### src/rtl/drc_pkg.sv
package drc_pkg;

    localparam int COORD_W = 16;
    localparam int IDX_W   = 6;
    localparam int RANK_W  = 6;

    typedef struct packed {
        logic               valid;
        logic [COORD_W-1:0] x;
        logic [COORD_W-1:0] y;
        logic [IDX_W-1:0]   idx;
        logic [RANK_W-1:0]  cnt;
    } token_t;

endpackage

### src/rtl/drc_cell.sv
module drc_cell
    import drc_pkg::*;
#(
    parameter int CELL_IDX = 0
)
(
    input  logic              clk,
    input  logic              rst_n,
    input  token_t            tok_in,
    output token_t            tok_out,
    input  logic              shift,
    input  logic [RANK_W-1:0] rank_in,
    output logic [RANK_W-1:0] rank_out
);

    localparam logic [IDX_W-1:0] MY_IDX = IDX_W'(CELL_IDX);

    token_t             tok_reg;
    token_t             tok_next;
    logic [COORD_W-1:0] x_reg;
    logic [COORD_W-1:0] x_next;
    logic [COORD_W-1:0] y_reg;
    logic [COORD_W-1:0] y_next;
    logic [RANK_W-1:0]  rank_reg;
    logic [RANK_W-1:0]  rank_next;

    logic here;
    logic past;
    logic tok_dom_cell;
    logic cell_dom_tok;

    always_comb
    begin
        here = tok_in.valid && (tok_in.idx == MY_IDX);
        past = tok_in.valid && (tok_in.idx > MY_IDX);

        tok_dom_cell = (x_reg <= tok_in.x) && (y_reg <= tok_in.y);
        cell_dom_tok = (tok_in.x <= x_reg) && (tok_in.y <= y_reg)
                       && !((tok_in.x == x_reg) && (tok_in.y == y_reg));

        tok_next       = tok_in;
        tok_next.valid = past;
        tok_next.cnt   = tok_in.cnt + RANK_W'(past && tok_dom_cell);

        x_next = here ? tok_in.x : x_reg;
        y_next = here ? tok_in.y : y_reg;

        priority if (shift)
        begin
            rank_next = rank_in;
        end
        else if (here)
        begin
            rank_next = tok_in.cnt;
        end
        else if (past && cell_dom_tok)
        begin
            rank_next = rank_reg + RANK_W'(1);
        end
        else
        begin
            rank_next = rank_reg;
        end
    end

    always_ff @(posedge clk or negedge rst_n)
    begin
        if (!rst_n)
        begin
            tok_reg <= '0;
        end
        else
        begin
            tok_reg <= tok_next;
        end
    end

    always_ff @(posedge clk)
    begin
        x_reg    <= x_next;
        y_reg    <= y_next;
        rank_reg <= rank_next;
    end

    assign tok_out  = tok_reg;
    assign rank_out = rank_reg;

endmodule

### config.mk
export PLATFORM = sky130hd
export DESIGN_NAME = drc_cell
export DESIGN_NICKNAME = d
export VERILOG_FILES = /design/src/rtl/drc_pkg.sv /design/src/rtl/drc_cell.sv
export SDC_FILE = /design/constraint.sdc
export NUM_CORES = 1
export LEC_CHECK = 0
export BUFFER_PORTS_ARGS = -buffer_cell sky130_fd_sc_hd__buf_2
export CAP_MARGIN = 30
export CORE_MARGIN = 5
export CORE_UTILIZATION = 50
export CTS_BUF_LIST = sky130_fd_sc_hd__clkbuf_4 sky130_fd_sc_hd__clkbuf_8 sky130_fd_sc_hd__clkbuf_16
export DETAILED_ROUTE_END_ITERATION = 6
export PLACE_DENSITY = 0.85
export SLEW_MARGIN = 5
export SYNTH_ARGS = -nofsm -noshare
export SYNTH_HDL_FRONTEND = slang
export SYNTH_SLANG_ARGS = --single-unit
### constraint.sdc
create_clock -name clk -period 7.1 [get_ports clk]
set_input_delay 0.355 -clock clk [delete_from_list [all_inputs] [get_ports clk]]
set_output_delay 0.355 -clock clk [all_outputs]
set_load 0.05 [all_outputs]
==> impl_results.rst, run 1 <==
.. list-table::
   :header-rows: 1

   * - Metric
     - Value
   * - Largest register FFs
     - 45
   * - Relative area change from synthesis to final layout
     - 25.2%
   * - Routed wire length per instance
     - about 15 microns
   * - Critical Path Source Type
     - flop
   * - Multi-input combinational cell area
     - 0.00101 sq mm
   * - Kind of end point of the critical path
     - flop
   * - Number of global-route vias before repair
     - about 2,300
   * - EDFF count, synth
     - 38
   * - Post-synth top cells
     - 45 x sky130_fd_sc_hd__dfrtp_1, 38 x sky130_fd_sc_hd__edfxtp_1, 35 x sky130_fd_sc_hd__ha_1, 35 x sky130_fd_sc_hd__inv_1, 19 x sky130_fd_sc_hd__nand2_1
   * - Biggest area consumer among synthesized cells
     - sky130_fd_sc_hd__edfxtp_1
   * - Worst r2r dst
     - rank_out[0]
   * - Starting density of the core
     - between 50% and 60%
   * - Final GP Congestion
     - roughly 0.82
   * - Total Power Consumption
     - roughly 1.0 mW
   * - Part of the power in registers
     - around 51%
   * - Combinational share of power
     - between 10% and 20%
   * - Post-synth top flop
     - sky130_fd_sc_hd__dfrtp_1
   * - Die footprint
     - roughly 0.0086 sq mm
   * - Clock root buffer
     - sky130_fd_sc_hd__clkbuf_8
   * - Final setup viols
     - 0
   * - Synthesized area
     - about 0.0034 sq mm
   * - Worst Reg-to-Reg Cells
     - 7
   * - Synth warnings
     - 0
   * - Power Density
     - 241 mW/mm^2
   * - Max cap viols
     - 0
   * - Required time at the worst-slack endpoint
     - about 7.1 ns
   * - Net total in the final layout
     - 457
   * - Number of gates given a new drive strength after cts
     - 0
   * - Height of the chip
     - just over 90 microns
   * - Diode insertion count for antenna repair
     - 0
   * - Category of the most critical setup path
     - flop to flop
   * - Worst-path fanout max
     - 6
   * - Count of standard-cell rows
     - 30
   * - Post-CTS Setup Inserts
     - 0
   * - Wire length of the first global-routing pass
     - between 10,000 and 15,000 microns
   * - Via density per instance
     - ~5
   * - Maximum buffer depth of the clock tree
     - 2
   * - Post-synthesis sequential area ratio
     - 66.2%
   * - Skew-Pair Late Insertion Delay
     - roughly 0.34 ns
   * - Peak Freq
     - 356 MHz
   * - Clk network pwr share
     - about a third
   * - Remaining global-route overflow
     - 0
   * - Slew @ Worst Pin
     - approximately 0.83 ns
   * - Count of unique library cells instantiated by Yosys
     - 34
   * - Number of fillers in the final layout
     - slightly above 500
   * - Initial antenna violation count
     - 0
   * - Number of DRC violations after detailed routing
     - 0
   * - Ports
     - 105
   * - DIE WIDTH
     - a little over 90 microns
   * - Slowest library cell on the worst path
     - sky130_fd_sc_hd__o311ai_1
   * - Setup slack, reg-to-reg
     - between 4 and 5 ns
   * - Tot GR Track Use
     - between 10% and 20%
   * - Cell types occupying the most area after synthesis
     - sky130_fd_sc_hd__edfxtp_1 33%, sky130_fd_sc_hd__dfrtp_1 33%, sky130_fd_sc_hd__ha_1 13%, sky130_fd_sc_hd__inv_1 3.8%, sky130_fd_sc_hd__nand2_1 2.1%
   * - First-pass iteration count of the detailed router
     - 4
   * - Hold Crit Class
     - input pin to flop
   * - Dominant combinational cell family by area after synthesis
     - adder cells
   * - Number of register bits inferred by synthesis
     - just over 80
   * - Net Switching
     - around 270 uW
   * - Largest net degree at the start of global routing
     - 33
   * - Outcome
     - finished, final reports clean
   * - P_leak
     - about 2.1 nW
   * - Arr. time, crit path
     - approximately 2.8 ns
   * - Delay contributed by the slowest stage of the critical path
     - 0.74 ns
   * - Number of buffers created by CTS
     - 9
   * - Destination of the worst hold path
     - tok_out[7]
   * - Worst setup startpoint
     - y_reg[2]
   * - Launch instance of the worst min-delay path
     - tok_in[7]
   * - Total negative slack
     - 0 ns
   * - Unrepaired setup endpoints after global routing
     - false
   * - Number of sinks driven by the clock tree
     - 83
   * - Xor-xnor portion of the synthesized cell area
     - a little over 2%
   * - Total wire length after detailed routing
     - roughly 6600 microns
   * - Multiplexer fraction of the synthesized cell area
     - less than 1%
   * - Portion of synthesized cell area occupied by the leading cell type
     - between 30% and 40%
   * - Fraction of layout instances using a drive strength above 1
     - between 30% and 40%
   * - Share of synthesized registers carrying an async set or reset
     - between 50% and 60%
   * - Final cycle utilization of the critical path
     - roughly two fifths
   * - Tightest slew margin relative to the limit
     - a little over two fifths
   * - Hold buffer count at cts
     - 1
   * - Compound-Gate Fraction of Synth Area
     - about 6.7%
   * - List of cells traversed by the critical path
     - inv_1, ha_1, a21o_1, a221o_1, a221oi_2, a31oi_1, o311ai_1
   * - Worst supply voltage drop on vdd
     - approximately 0.15 mV
   * - Post-CTS clock slew at the launch and capture registers of the worst setup and hold paths
     - roughly 0.08 ns
   * - Total area of sequential cells
     - between 0.002 and 0.0025 sq mm
   * - Simple-Gate Fraction of Synth Area
     - about 7%
   * - Worst hold path stage count
     - 1
   * - Post-Synth Adder-Cell Area
     - between 10 and 15%
   * - Final count of hold timing violations
     - 0
   * - Number of standard cells after synthesis
     - 253
   * - Clock tree from TritonCTS
     - yes
   * - Largest clock skew in the final design
     - about 0.0090 ns
   * - H-tree level count
     - 3
   * - Start of the worst register-to-register path
     - y_reg[2]
   * - Number of DRC markers in iteration 0
     - between 60 and 70
   * - Most frequent cell after synthesis
     - sky130_fd_sc_hd__dfrtp_1
   * - Max-slew violation total from the final report
     - 0
   * - Total of buffers placed on input and output ports
     - 104
   * - Avg Cell Area, Syn
     - between 10 and 15 sq um
   * - Synthesized netlist net count
     - 342
   * - Floorplan Core Area
     - approximately 0.0067 sq mm
   * - Number of routed nets with antenna violations
     - 0
   * - Vias
     - between 2,000 and 2,500
   * - Switching Share
     - about a quarter
   * - Estimated wirelength of the detail-placed design
     - a little over 5000 microns
   * - Internal Power
     - 759 uW
   * - Time the worst path needs with I/O delays and setup
     - 2.81 ns
-- through the flow --
stage	cell area, sq um	setup WS [ns]	utilization (%)	cells	hold slack (ns)
after CTS	4290	4.30	63.8	453	0.106
after detailed placement	4060	4.18	60.4	436	0.364
final	4290	4.29	63.8	453	0.126
after global placement	4040	4.22	60.1	435	0.477
after floorplan	3420	4.52	-	253	0.0594
after global routing	4290	4.06	63.8	453	0.104
-- per-layer routing --
layer | global-route usage (%) | vias up | part of all wire [%] | routed length (microns)
li1 | - | 1124 | - | -
met1 | 20.0 | 1064 | 42 | 2760
met2 | 28.0 | 62 | 51 | 3370
met3 | 3.74 | 10 | 5.6 | 371
met4 | 7.69 | 0 | 1.8 | 121
met5 | 0 | - | 0 | 0
-- cell usage in the layout, fill, tap and decap left out, types with 2 or more instances in the layout --
master	Yosys	routed
sky130_fd_sc_hd__ha_1	35	35
sky130_fd_sc_hd__mux2i_1	2	2
sky130_fd_sc_hd__nand3_1	8	8
sky130_fd_sc_hd__xnor2_1	4	4
sky130_fd_sc_hd__nand2b_1	3	3
sky130_fd_sc_hd__inv_1	35	35
sky130_fd_sc_hd__xor2_1	4	4
sky130_fd_sc_hd__clkbuf_16	0	2
sky130_fd_sc_hd__nand2_1	19	19
sky130_fd_sc_hd__nand4_1	5	5
sky130_fd_sc_hd__a21oi_1	12	12
sky130_fd_sc_hd__a21o_1	3	3
sky130_fd_sc_hd__edfxtp_1	38	38
sky130_fd_sc_hd__nor3_1	2	2
sky130_fd_sc_hd__dfrtp_1	45	45
sky130_fd_sc_hd__nor2_1	5	5
sky130_fd_sc_hd__and3_1	2	2
sky130_fd_sc_hd__a31oi_1	3	3
sky130_fd_sc_hd__clkbuf_8	0	11
sky130_fd_sc_hd__o21ai_0	3	3
sky130_fd_sc_hd__o21ai_1	9	9
sky130_fd_sc_hd__buf_2	0	104
-- power groups by stage --
stage	clock, mW	combinational (mW)	sequential, mW
floorplan	0	0.0337	0.604
global placement	0	0.149	0.540
global route	0.387	0.166	0.532
CTS	0.361	0.155	0.530
finish	0.350	0.153	0.531
detailed placement	0	0.154	0.541
-- cell families after synthesis --
logic type | after synthesis
AOI/OAI and AO/OA | 37
buffers and inverters | 38
adders and majority gates | 35
muxes | 3
and+or+nand+nor | 49
xor gates and xnor gates | 8
DFF | 83
-- worst max-delay path, delay by kind of cell, from the launching register on --
family / cells / cell delay, ns
fa+ha+maj: 1 / 0.24
compound gates: 5 / 1.75
buf+inv: 1 / 0.07
flops: 1 / 0.37
-- final cells by class --
type	instances	area share (%)
timing repair buffer	106	12.8
multi-input combinational	132	23.6
clock buffer	14	4.87
tap	80	2.34
clock inverter	2	0.263
inverter	36	3.15
sequential	83	52.9
-- worst max-delay path by stage --
stage	cells after the start	slack, ns	to
2_1_floorplan	6	4.52	rank_out[0]
3_3_place_gp	7	4.22	rank_out[3]
6_report	7	4.29	rank_out[0]
4_1_cts	7	4.30	rank_out[4]
3_5_place_dp	7	4.18	rank_out[5]
5_1_grt	7	4.06	rank_out[0]
(Power assumes the default switching activity.)
==> run 2: changes to the inputs <==
CORE_UTILIZATION = 46   (was 50)
PLACE_DENSITY = 0.83   (was 0.85)
clock period = 2.45 ns   (was 7.1 ns; I/O delays follow)
==> impl_results.rst, run 2 (same netlist as run 1, synthesis figures left out) <==
.. list-table::
   :header-rows: 1

   * - Metric
     - Value
   * - Total negative slack
     - 0 ns
   * - Floorplan Core Area
     - roughly 0.0073 sq mm
   * - Total of buffers placed on input and output ports
     - between 100 and 150
   * - Post-route cell area
     - about 0.0049 sq mm
   * - Tightest slew margin relative to the limit
     - approximately 52%
   * - Clock tree from TritonCTS
     - yes
   * - Number of fillers in the final layout
     - between 500 and 600
   * - Most common cell after layout, fill and taps aside
     - sky130_fd_sc_hd__buf_2
   * - Cell area after placement
     - between 0.004 and 0.005 sq mm
   * - Tot GR Track Use
     - between 15 and 20%
   * - Count of standard-cell rows
     - 31
   * - Remaining global-route overflow
     - 0
   * - Wire length of the first global-routing pass
     - ~12,000 microns
   * - Number of buffers created by CTS
     - 9
   * - Number of routed nets with antenna violations
     - 0
   * - Critical Path Source Type
     - input pin
   * - Final setup viols
     - 0
   * - Starting density of the core
     - between 40% and 50%
   * - Outcome
     - finished, final reports clean
   * - Vias
     - 2,451
   * - Clock root buffer
     - sky130_fd_sc_hd__clkbuf_8
   * - Peak Freq
     - about 420 MHz
   * - Largest register FFs
     - between 40 and 50
   * - Die footprint
     - roughly 0.0093 sq mm
   * - Number of sinks driven by the clock tree
     - 83
   * - Power Density
     - 635 mW/mm^2
   * - Kind of end point of the critical path
     - flop
   * - Worst supply voltage drop on vdd
     - about 0.41 mV
   * - Final core utilization
     - approximately two thirds
   * - Maximum buffer depth of the clock tree
     - 2
   * - Post-CTS Setup Inserts
     - 0
   * - Hold Worst Slack
     - 0.0270 ns
   * - P_leak
     - around 2.3 nW
   * - Worst-path fanout max
     - 3
   * - Number of DRC violations after detailed routing
     - 0
   * - DIE WIDTH
     - between 90 and 100 microns
   * - Unrepaired setup endpoints after global routing
     - true
   * - Post-CTS clock slew at the launch and capture registers of the worst setup and hold paths
     - ~0.08 ns
   * - Most used cells in the layout excluding fill and tap cells
     - 103 x sky130_fd_sc_hd__buf_2, 45 x sky130_fd_sc_hd__dfrtp_1, 41 x sky130_fd_sc_hd__dlygate4sd3_1
   * - H-tree level count
     - 3
   * - Initial antenna violation count
     - 0
   * - Category of the most critical setup path
     - input pin to flop
   * - Largest net degree at the start of global routing
     - 33
   * - Arr. time, crit path
     - 2.66 ns
   * - Fraction of layout instances using a drive strength above 1
     - approximately a third
   * - Via density per instance
     - around 4.7
   * - First-pass iteration count of the detailed router
     - 4
   * - Largest clock skew in the final design
     - 0.00939 ns
   * - Routed wire length per instance
     - 14.1 microns
   * - Estimated wirelength of the detail-placed design
     - 5200 microns
   * - Relative area change from synthesis to final layout
     - 42.8%
   * - Number of DRC markers in iteration 0
     - 44
   * - Max-slew violation total from the final report
     - 0
   * - Skew-Pair Late Insertion Delay
     - about 0.34 ns
   * - Final cycle utilization of the critical path
     - approximately 97%
   * - Number of global-route vias before repair
     - approximately 2,600
   * - Slew @ Worst Pin
     - 0.719 ns
   * - Net total in the final layout
     - 502
   * - Final GP Congestion
     - 0.816
   * - Height of the chip
     - ~96 microns
   * - Final count of hold timing violations
     - 0
   * - Max cap viols
     - 0
   * - Required time at the worst-slack endpoint
     - 2.72 ns
   * - Hold Crit Class
     - input pin to flop
   * - Total wire length after detailed routing
     - 7290 microns
   * - Ports
     - 105
   * - Time the worst path needs with I/O delays and setup
     - 2.39 ns
==> run 2: worst paths after layout <==
check | start | end | slack [ns] | depth (start not counted)
max | tok_in[15] | tok_out[4] | 0.06 | 12
min | tok_in[3] | tok_out[3] | 0.03 | 2
max reg2reg | y_reg[3] | tok_out[4] | 0.10 | 11
min reg2reg | rank_out[1] | rank_out[1] | 0.81 | 3
max in group asynchronous | rst_n | tok_out[0] | 1.66 | 3
min in group asynchronous | rst_n | tok_out[38] | 0.28 | 2
==> run 2: cell type report <==
type	instances	area [sq um]	area share (%)
Timing Repair Buffer	151	996	20.4
Antenna cell	1	2.50	0.0512
Tap cell	99	124	2.53
Clock buffer	10	131	2.69
Multi-Input combinational cell	132	1140	23.4
Inverter	36	135	2.76
Sequential cell	83	2270	46.4
Clock inverter	6	88.8	1.82
==> run 2: power breakdown <==
group / switching (mW) / internal, mW / leakage, nW
Clock: 0.472 / 0.587 / 0.106
Sequential: 0.0209 / 1.51 / 0.873
Combinational: 0.335 / 0.176 / 1.31
==> run 2: stage by stage <==
stage                     std cells  power, mW  setup WS [ns]
final                           518       3.11         0.0633
after global placement          459       2.00       -0.00370
after global routing            517       3.26        -0.0513
after floorplan                 253       1.85         0.0750
after detailed placement        460       2.02        -0.0285
after CTS                       518       3.13        0.00690
==> run 2: per-layer routing <==
metal,vias up,track usage [%],wire (microns)
met5,-,0,0
met4,0,6.28,101
met3,10,4.61,458
met2,67,29.0,3740
met1,1164,19.4,2990
li1,1210,-,-
==> run 2: worst max-delay path, cell delays in order <==
cell and delay (ns):
sky130_fd_sc_hd__dlygate4sd3_1 0.53, sky130_fd_sc_hd__buf_2 0.16, sky130_fd_sc_hd__ha_4 0.25, sky130_fd_sc_hd__and3_1 0.17
sky130_fd_sc_hd__a221o_1 0.31, sky130_fd_sc_hd__a221oi_2 0.33, sky130_fd_sc_hd__a31oi_1 0.13, sky130_fd_sc_hd__o21a_1 0.15
sky130_fd_sc_hd__ha_4 0.18, sky130_fd_sc_hd__ha_4 0.16, sky130_fd_sc_hd__nand3_2 0.07, sky130_fd_sc_hd__xnor2_1 0.11
==> run 2: timing repair <==
item                                   4_1_cts  5_1_grt
gates resized for setup                      2       17
endpoints found under the hold margin       93        0
pin swaps                                    2       10
setup endpoints to repair                    2       11
hold buffers                                42        0
==> run 3: changes to the inputs <==
--- a/config.mk
+++ b/config.mk
@@ -7,2 +7,3 @@
 export LEC_CHECK = 0
+export ABC_AREA = 1
 export BUFFER_PORTS_ARGS = -buffer_cell sky130_fd_sc_hd__buf_2
@@ -12,4 +13,5 @@
 export CTS_BUF_LIST = sky130_fd_sc_hd__clkbuf_4 sky130_fd_sc_hd__clkbuf_8 sky130_fd_sc_hd__clkbuf_16
+export CTS_CLUSTER_DIAMETER = 40
 export DETAILED_ROUTE_END_ITERATION = 6
-export PLACE_DENSITY = 0.83
+export PLACE_DENSITY = 0.82
 export SLEW_MARGIN = 5
--- a/constraint.sdc
+++ b/constraint.sdc
@@ -3,2 +3,2 @@
 set_output_delay 0.1225 -clock clk [all_outputs]
-set_load 0.05 [all_outputs]
+set_load 0.02 [all_outputs]
==> impl_results.rst, run 3 <==
.. list-table::
   :header-rows: 1

   * - Metric
     - Value
   * - Outcome
     - finished, final reports clean
   * - Clock root buffer
     - sky130_fd_sc_hd__clkbuf_8
   * - Portion of synthesized cell area occupied by the leading cell type
     - around a third
   * - Most used cells in the layout excluding fill and tap cells
     - 104 x sky130_fd_sc_hd__buf_2, 56 x sky130_fd_sc_hd__nand2_1, 53 x sky130_fd_sc_hd__inv_1
   * - Cell area after placement
     - about 0.0042 sq mm
   * - Total met2 wirelength after detailed routing
     - roughly 3900 microns
   * - Largest register FFs
     - between 40 and 50
   * - Net total in the final layout
     - approximately 550
   * - Kind of end point of the critical path
     - flop
   * - Via density per instance
     - 4.58
   * - Delay contributed by the slowest stage of the critical path
     - around 0.54 ns
   * - Worst supply voltage drop on vdd
     - 0.378 mV
   * - Clock tree from TritonCTS
     - yes
   * - Height of the chip
     - roughly 98 microns
   * - Avg Cell Area, Syn
     - between 10 and 15 sq um
   * - Fraction of layout instances using a drive strength above 1
     - 28.9%
   * - Count of unique library cells instantiated by Yosys
     - 21
   * - Die footprint
     - around 0.0095 sq mm
   * - Relative area change from synthesis to final layout
     - 36.6%
   * - Number of global-route vias before repair
     - about 2,800
   * - Post-Synth Adder-Cell Area
     - around an eighth
   * - Hold Crit Class
     - input pin to flop
   * - Synthesized area
     - roughly 0.0035 sq mm
   * - Starting density of the core
     - a little under half
   * - Final count of hold timing violations
     - 0
   * - Time the worst path needs with I/O delays and setup
     - about 2.3 ns
   * - Cell types occupying the most area after synthesis
     - sky130_fd_sc_hd__edfxtp_1 32%, sky130_fd_sc_hd__dfrtp_1 32%, sky130_fd_sc_hd__ha_1 12%, sky130_fd_sc_hd__nand2_1 5.9%, sky130_fd_sc_hd__inv_1 5.6%
   * - Worst-path fanout max
     - 3
   * - H-tree level count
     - 3
   * - Total of buffers placed on input and output ports
     - between 100 and 150
   * - Slowest library cell on the worst path
     - sky130_fd_sc_hd__dlygate4sd3_1
   * - Number of sinks driven by the clock tree
     - 83
   * - Arr. time, crit path
     - approximately 2.5 ns
   * - Total negative slack
     - 0 ns
   * - Slew @ Worst Pin
     - 0.549 ns
   * - Diode insertion count for antenna repair
     - 0
   * - Synthesized netlist net count
     - 390
   * - Metal3 WL
     - ~420 microns
   * - Final GP Congestion
     - 0.804
   * - Synth warnings
     - 0
   * - Cells after DPL
     - 507
   * - Remaining global-route overflow
     - 0
   * - Post-CTS clock slew at the launch and capture registers of the worst setup and hold paths
     - 0.09 ns
   * - Post-synthesis sequential area ratio
     - between 60 and 70%
   * - Tightest slew margin relative to the limit
     - 63.4%
   * - Top cell family by delay on the critical path
     - simple AND/OR/NAND/NOR gates
   * - Final setup viols
     - 0
   * - Number of DRC markers in iteration 0
     - between 80 and 90
   * - Count of standard-cell rows
     - 32
   * - Number of DRC violations after detailed routing
     - 0
   * - Most common cell type on the critical path
     - sky130_fd_sc_hd__nand2_1
   * - Vias
     - 2,586
   * - Peak Freq
     - roughly 430 MHz
   * - List of cells traversed by the critical path
     - dlygate4sd3_1, buf_2, ha_1, nand2_1, nor2_1, nand2_1, inv_1, nand4_1, nand3_1, nand2_1, nor2_2, ha_2, ha_1, nand3_1, xor2_1
   * - Tot GR Track Use
     - roughly 17%
   * - Power Density
     - between 500 and 600 mW/mm^2
   * - Total wire length after detailed routing
     - 7680 microns
   * - Post-route cell area
     - approximately 0.0048 sq mm
   * - Hold Worst Slack
     - about 0.047 ns
   * - Biggest area consumer among synthesized cells
     - sky130_fd_sc_hd__edfxtp_1
   * - Ports
     - 105
   * - Post-synth top flop
     - sky130_fd_sc_hd__dfrtp_1
   * - Highest metal layer used by the detailed router
     - met4
   * - Largest clock skew in the final design
     - ~0.011 ns
   * - Estimated wirelength of the detail-placed design
     - between 5000 and 6000 microns
   * - Simple-Gate Fraction of Synth Area
     - between 10% and 20%
   * - Category of the most critical setup path
     - input pin to flop
   * - Number of standard cells after synthesis
     - between 300 and 400
   * - Most common cell after layout, fill and taps aside
     - sky130_fd_sc_hd__buf_2
   * - Most frequent cell after synthesis
     - sky130_fd_sc_hd__nand2_1
   * - Number of routed nets with antenna violations
     - 0
   * - Maximum buffer depth of the clock tree
     - 2
   * - Share of synthesized registers carrying an async set or reset
     - between 50 and 60%
   * - Post-synth top cells
     - 56 x sky130_fd_sc_hd__nand2_1, 53 x sky130_fd_sc_hd__inv_1, 45 x sky130_fd_sc_hd__dfrtp_1, 38 x sky130_fd_sc_hd__edfxtp_1, 35 x sky130_fd_sc_hd__ha_1
   * - Number of buffers created by CTS
     - 9
   * - Largest net degree at the start of global routing
     - 39
   * - Max-slew violation total from the final report
     - 0
   * - Floorplan Core Area
     - roughly 0.0076 sq mm
   * - Wire length of the first global-routing pass
     - about 13,000 microns
   * - Multiplexer fraction of the synthesized cell area
     - 0%
   * - Unrepaired setup endpoints after global routing
     - false
   * - Final cycle utilization of the critical path
     - a little over nine tenths
   * - Sum of routed wire segments on met1
     - roughly 3200 microns
   * - Xor-xnor portion of the synthesized cell area
     - 1.98%
   * - Final instance count without filler cells
     - 565
   * - Number of register bits inferred by synthesis
     - slightly above 80
   * - Max cap viols
     - 0
   * - P_leak
     - roughly 2.4 nW
   * - Initial antenna violation count
     - 0
   * - Required time at the worst-slack endpoint
     - 2.68 ns
   * - First-pass iteration count of the detailed router
     - 4
   * - Routed wire length per instance
     - between 10 and 15 microns
   * - Skew-Pair Late Insertion Delay
     - 0.35 ns
   * - Dominant combinational cell family by area after synthesis
     - adder cells
   * - Total Power Consumption
     - 2.83 mW
   * - Critical Path Source Type
     - input pin
   * - EDFF count, synth
     - 38
   * - Compound-Gate Fraction of Synth Area
     - approximately 3.8%
   * - DIE WIDTH
     - 97.6 microns
   * - Buffering stage count on the worst path with inverters included
     - 3
==> run 3: cell types whose count changed after synthesis, sizes merged, moves of 3 or more <==
cell    previous run  this run
nand4              6         1
inv               36        53
a31oi              3         0
nor2               5        21
nand2b             4         0
nand2             19        56
nand3              8        12
==> run 3: cell families (layout without fill, tap and decap cells) <==
| group | after synthesis | count (layout) |
|---|---|---|
| simple gates | 95 | 95 |
| flops | 83 | 83 |
| fa+ha+maj | 35 | 35 |
| buf+inv | 55 | 217 |
| compound gates | 25 | 25 |
| xor+xnor | 8 | 8 |
==> run 3: timing repair <==
| action | in CTS | in global routing |
|---|---|---|
| buffers inserted | 0 | 1 |
| resized for setup | 0 | 7 |
| hold buffers | 41 | 0 |
| endpoints found under the setup margin | 0 | 2 |
| hold endpoints to repair | 90 | 0 |
==> run 3: cell type report <==
class,count,area (sq um)
Tap cell,102,128
Sequential cell,83,2270
Timing Repair Buffer,147,966
Clock inverter,4,25.0
Multi-Input combinational cell,163,1070
Inverter,54,208
Clock buffer,12,159
Fill cell,606,2780
==> run 3: final timing paths <==
kind / end / slack [ns] / startpoint / cells past startpoint
max: tok_out[4] / 0.14 / tok_in[43] / 15
max in group asynchronous: tok_out[1] / 1.65 / rst_n / 3
min in group asynchronous: tok_out[17] / 0.28 / rst_n / 2
min: tok_out[0] / 0.05 / tok_in[0] / 2
min reg2reg: rank_out[0] / 0.77 / rank_out[0] / 3
max reg2reg: tok_out[4] / 0.25 / x_reg[15] / 14
==> run 3: through the flow <==
| stage | worst slack, ns | util, % |
|---|---|---|
| floorplan | 0.500 | - |
| global placement | 0.268 | 54.9 |
| detailed placement | 0.220 | 55.2 |
| CTS | 0.129 | 63.0 |
| global route | 0.0225 | 63.4 |
| finish | 0.139 | 63.4 |
==> run 3: per-layer routing <==
layer,vias up,GRT usage [%]
met5,-,0
met4,0,4.90
met3,12,5.60
met2,77,30.5
met1,1206,20.1
li1,1291,-
==> run 3: where the power goes <==
part	internal, mW	switching, mW
clock network	0.432	0.477
logic	0.168	0.221
registers	1.51	0.0217
==> run 3: worst reg2reg max path: stages, from the launching register on <==
cell                       delay [ns]
sky130_fd_sc_hd__edfxtp_1        0.33
sky130_fd_sc_hd__inv_1           0.04
sky130_fd_sc_hd__ha_1            0.28
sky130_fd_sc_hd__nand2_1         0.07
sky130_fd_sc_hd__nor2_1          0.14
sky130_fd_sc_hd__nand2_1         0.10
sky130_fd_sc_hd__inv_1           0.09
sky130_fd_sc_hd__nand4_1         0.15
sky130_fd_sc_hd__nand3_1         0.12
sky130_fd_sc_hd__nand2_1         0.08
sky130_fd_sc_hd__nor2_2          0.09
sky130_fd_sc_hd__ha_2            0.18
sky130_fd_sc_hd__ha_1            0.17
sky130_fd_sc_hd__nand3_1         0.10
sky130_fd_sc_hd__xor2_1          0.15
